--- config.mk ---
export PLATFORM = sky130hd
export DESIGN_NAME = swmm_div
export DESIGN_NICKNAME = d
export VERILOG_FILES = /design/src/rtl/core/swmm_div.sv
export SDC_FILE = /design/constraint.sdc
export NUM_CORES = 1
export LEC_CHECK = 0
export BUFFER_PORTS_ARGS = -buffer_cell sky130_fd_sc_hd__buf_2
export CAP_MARGIN = 20
export CORE_MARGIN = 1
export CORE_UTILIZATION = 35
export DETAILED_ROUTE_END_ITERATION = 6
export PLACE_DENSITY_LB_ADDON = 0.25
export SLEW_MARGIN = 5
export SYNTH_ARGS = -nofsm -noshare
export SYNTH_HDL_FRONTEND = slang
export SYNTH_SLANG_ARGS = --single-unit
--- constraint.sdc ---
create_clock -name clk -period 2.4 [get_ports clk]
set_input_delay 0.24 -clock clk [delete_from_list [all_inputs] [get_ports clk]]
set_output_delay 0.24 -clock clk [all_outputs]
set_load 0.005 [all_outputs]
--- src/rtl/core/swmm_div.sv ---
// Serial restoring divider, one quotient bit per cycle, unsigned operands.
`default_nettype none

module swmm_div #(
  parameter int unsigned DVD_W = 41,
  parameter int unsigned DVS_W = 9,
  localparam int unsigned STEP_W = $clog2(DVD_W + 1)
) (
  input  wire logic             clk,
  input  wire logic             rst_n,
  input  wire logic             start,
  input  wire logic [DVD_W-1:0] dividend,
  input  wire logic [DVS_W-1:0] divisor,
  output logic                  done,
  output logic      [DVD_W-1:0] quotient
);

  logic [DVD_W-1:0]  dq_r;
  logic [DVS_W-1:0]  rem_r;
  logic [DVS_W-1:0]  dvs_r;
  logic [STEP_W-1:0] step_r;
  logic              busy_r;
  logic              done_r;

  logic [DVS_W:0]    rem_shift;
  logic [DVS_W:0]    rem_diff;
  logic              q_bit;

  // Shift in the next dividend bit and try to subtract the divisor.
  always_comb begin
    rem_shift = {rem_r, dq_r[DVD_W-1]};
    rem_diff  = rem_shift - {1'b0, dvs_r};
    q_bit     = (rem_shift >= {1'b0, dvs_r});
  end

  // Iteration control and the combined dividend/quotient shift register.
  always_ff @(posedge clk) begin
    if (!rst_n) begin
      busy_r <= 1'b0;
      done_r <= 1'b0;
      step_r <= '0;
    end else begin
      if (start) begin
        busy_r <= 1'b1;
        done_r <= 1'b0;
        step_r <= '0;
        dq_r   <= dividend;
        rem_r  <= '0;
        dvs_r  <= divisor;
      end else if (busy_r) begin
        dq_r   <= {dq_r[DVD_W-2:0], q_bit};
        rem_r  <= q_bit ? rem_diff[DVS_W-1:0] : rem_shift[DVS_W-1:0];
        done_r <= (step_r == STEP_W'(DVD_W - 1));
        if (step_r == STEP_W'(DVD_W - 1)) begin
          busy_r <= 1'b0;
        end
        step_r <= step_r + 1'b1;
      end else begin
        done_r <= 1'b0;
      end
    end
  end

  assign done     = done_r;
  assign quotient = dq_r;

endmodule

`default_nettype wire

==> run metrics <==
Top FF cell, synth edfxtp_1; # diodes 0; Finished Layout Cells 456; Via Count 2,189; RSZ-0062 raised after global routing true; Area contributors post-synth edfxtp_1, mux2_2, dfxtp_1, ha_1, inv_1; status completed; placed cell count 436; WP data required 2.47 ns; Post-synth ARST share 0%; first-pass GRT wire length 11,170 µm; register area 0.001932 mm²; Compound-Gate Fraction of Synth Area 8.529%; Setup Skew 0.008760 ns; leakage 0.001687 µW; number of hold buffers added after cts 0; P&R area growth vs syn 27.43%; Core Area 0.008848 mm²; DR pass1 iterations 6; crit path time final 2.374 ns; Tot GR Track Use 14.90%; htree depth 3; total gr overflow 0; io pins 95; most used cell, CP inv_2; clock-pin transition on the worst setup and hold timing paths 0.07 ns; normalized max-slew margin 71.88%; TritonCTS clock tree built; Worst Hold Slack 0.07903 ns; CP Capture Point rem_r[8]; placer congestion estimate 0.8017; reg2reg start quotient[40]; layout cells sized above 1 52.87%; Hold Path Class in2reg; Sink Count 67; final WL 6729 µm; filler cell count 822; Ys Warns 0; multiplexer area fraction after synthesis 15.41%; Slew Limit Fails 0; clk buf depth 2; Max VDD drop 0.0002829 V; residual DRC count 0; type of the worst setup path reg2reg; Starting Density 36.81%; CP cell instances inv_2 > ha_4 > inv_2 > fa_2 > a21o_1 > a221oi_4 > buf_6 > o211ai_1 > a21oi_1 > a2111oi_2; Reg2Reg Depth 10; nets 408; XOR/XNOR Fraction of Synth Area 1.882%; post-DP HPWL 4746 µm; max-cap viol count 0; via count of the first global-routing pass 2,350; terminus of the critical flop-to-flop path rem_r[8]; total nets after synthesis 295; Synth Cell Area 0.003257 mm²; Tot Pwr 2792 µW; die width 98.47 µm; area of the multi-input gates 0.001242 mm²; CP max FO 5; leading area contributor after synthesis edfxtp_1; initial antenna violation count 0; Synth cell types 45; CTS buffer count 9; Wirelength per Cell 14.76 µm; vias per std cell 4.800; die height 98.47 µm; crit path from quotient[40]; root buf cell clkbuf_8; period utilisation layout 98.93%; main combinational cell family by area after synthesis multiplexers; Post-Synth Simple-Gate Area 6.761%; Starting DRT DRC Count 82; cell row count 34; Post-DRT Antenna Nets 0; Post-synth EDFFs 59; Slowest Stage Delay on Critical Path 0.41 ns; WP data arrival 2.45 ns; Port Buffers 94; sequential share of the synthesized area 59.32%; Yosys top cell area share 54.40%; Worst-Margin Slew 0.4209 ns; Setup crit end kind flip-flop; final hold violation count 0; crit path launch type flip-flop; pwr dens 672.8 mW/mm²; clk_lat worst skew 0.34 ns; FF+latch count, synth 67; Die ar. 0.009695 mm²; Synth Area per Inst 14.16 µm²; Worst R2R Setup Slack 0.03 ns; Critical Path Slowest Stage Cell edfxtp_1; Synth Area in Adders 4.841%; largest net degree at the start of global routing 40; pre-CTS setup slack -0.008481 ns; Synth Instances 230; final setup fails 0; Worst Setup Slack, final 0.02569 ns; WHS Path Cells 1; FMAX 421.2 MHz
==> final cells by class <==
cell class | count | area share [%]
clock buffers | 10 | 3.075
clock inverters | 6 | 1.025
inverters | 15 | 1.357
multi-input cells | 139 | 29.94
flip-flops and latches | 67 | 46.55
well taps | 108 | 3.256
repair buffers | 111 | 14.80
==> routing by layer <==
layer  share of wire [%]  GRT usage, %  up-vias
li1                    -             -     1087
met1                  45         18.63     1029
met2                  48         24.54       69
met3                 6.4         5.035        4
met4                0.65         4.478        0
met5                   0             0        -
==> sequential cells by signal, summed over array words and instances (netlist names) <==
name / flops
busy_r: 1
done: 1
dvs_r: 9
quotient: 41
rem_r: 9
step_r: 6
==> worst max-delay path, delay by kind of cell, from the launching register on <==
family                   cells  cell delay [ns]
AO/OA/AOI/OAI                5             0.93
adder cells (fa/ha/maj)      2             0.49
flip-flops                   1             0.41
buffers and inverters        3             0.29
==> what timing repair did <==
action                                  CTS  global route
pin swaps                                 0             7
gates resized for setup                   0             7
endpoints found under the setup margin    1            10
buffers inserted                          0             4
endpoints found under the hold margin     0             0
==> cell families (layout without fill, tap and decap cells) <==
| family | after synthesis | in the layout |
|---|---|---|
| compound gates | 34 | 34 |
| xor+xnor | 7 | 7 |
| fa+ha+maj | 12 | 12 |
| buf+inv | 24 | 142 |
| flops | 67 | 67 |
| mux | 45 | 45 |
| simple gates | 41 | 41 |
==> where the power goes <==
group	internal, µW	switching, µW	total (µW)
Clock	375	453	828
Combinational	285	267	552
Sequential	1370	42.4	1410
Total	2030	762	2790
==> Yosys cell counts, drive strengths merged (3+ instances only) <==
cell type / number
edfxtp: 59
mux2: 41
inv: 15
nor2: 15
a21oi: 11
ha: 11
dfxtp: 8
buf: 7
nand2: 6
o21ai: 6
mux2i: 4
nand2b: 4
xor2: 4
nand3: 3
or3: 3
xnor2: 3
==> cells in the final DEF (no fill, tap or decap), types with 2 or more instances in the layout <==
cell type and count:
a21oi_1 10, nand4_1 2, a21o_1 2, nor2_1 13, clkinv_2 2, buf_2 94, nand3_1 3, ha_1 10
o21ai_0 5, clkinv_4 2, nand3b_1 2, dfxtp_1 8, nand2_1 6, inv_2 2, a211oi_2 2, mux2i_1 4
nand2b_1 4, xor2_1 4, buf_4 15, xnor2_1 3, clkinvlp_4 2, mux2_2 41, or3_1 3, edfxtp_1 59
clkbuf_8 9, nor2_2 2, inv_1 13
==> worst min path at each step <==
stage,endpoint,start
final,dvs_r[1],divisor[1]
after global routing,dvs_r[4],divisor[4]
after CTS,dvs_r[7],divisor[7]
after detailed placement,dvs_r[5],divisor[5]
after global placement,dvs_r[1],divisor[1]
after floorplan,dvs_r[0],divisor[0]
==> through the flow <==
step	utilization [%]	area (µm²)	setup TNS, ns
detailed placement	44.34	3924	-0.008481
CTS	46.27	4094	-0.01979
global route	46.90	4150	-0.1732
floorplan	-	3257	0
global placement	44.34	3924	0
finish	46.90	4150	0
No activity file was read; power rests on OpenSTA's default activity.
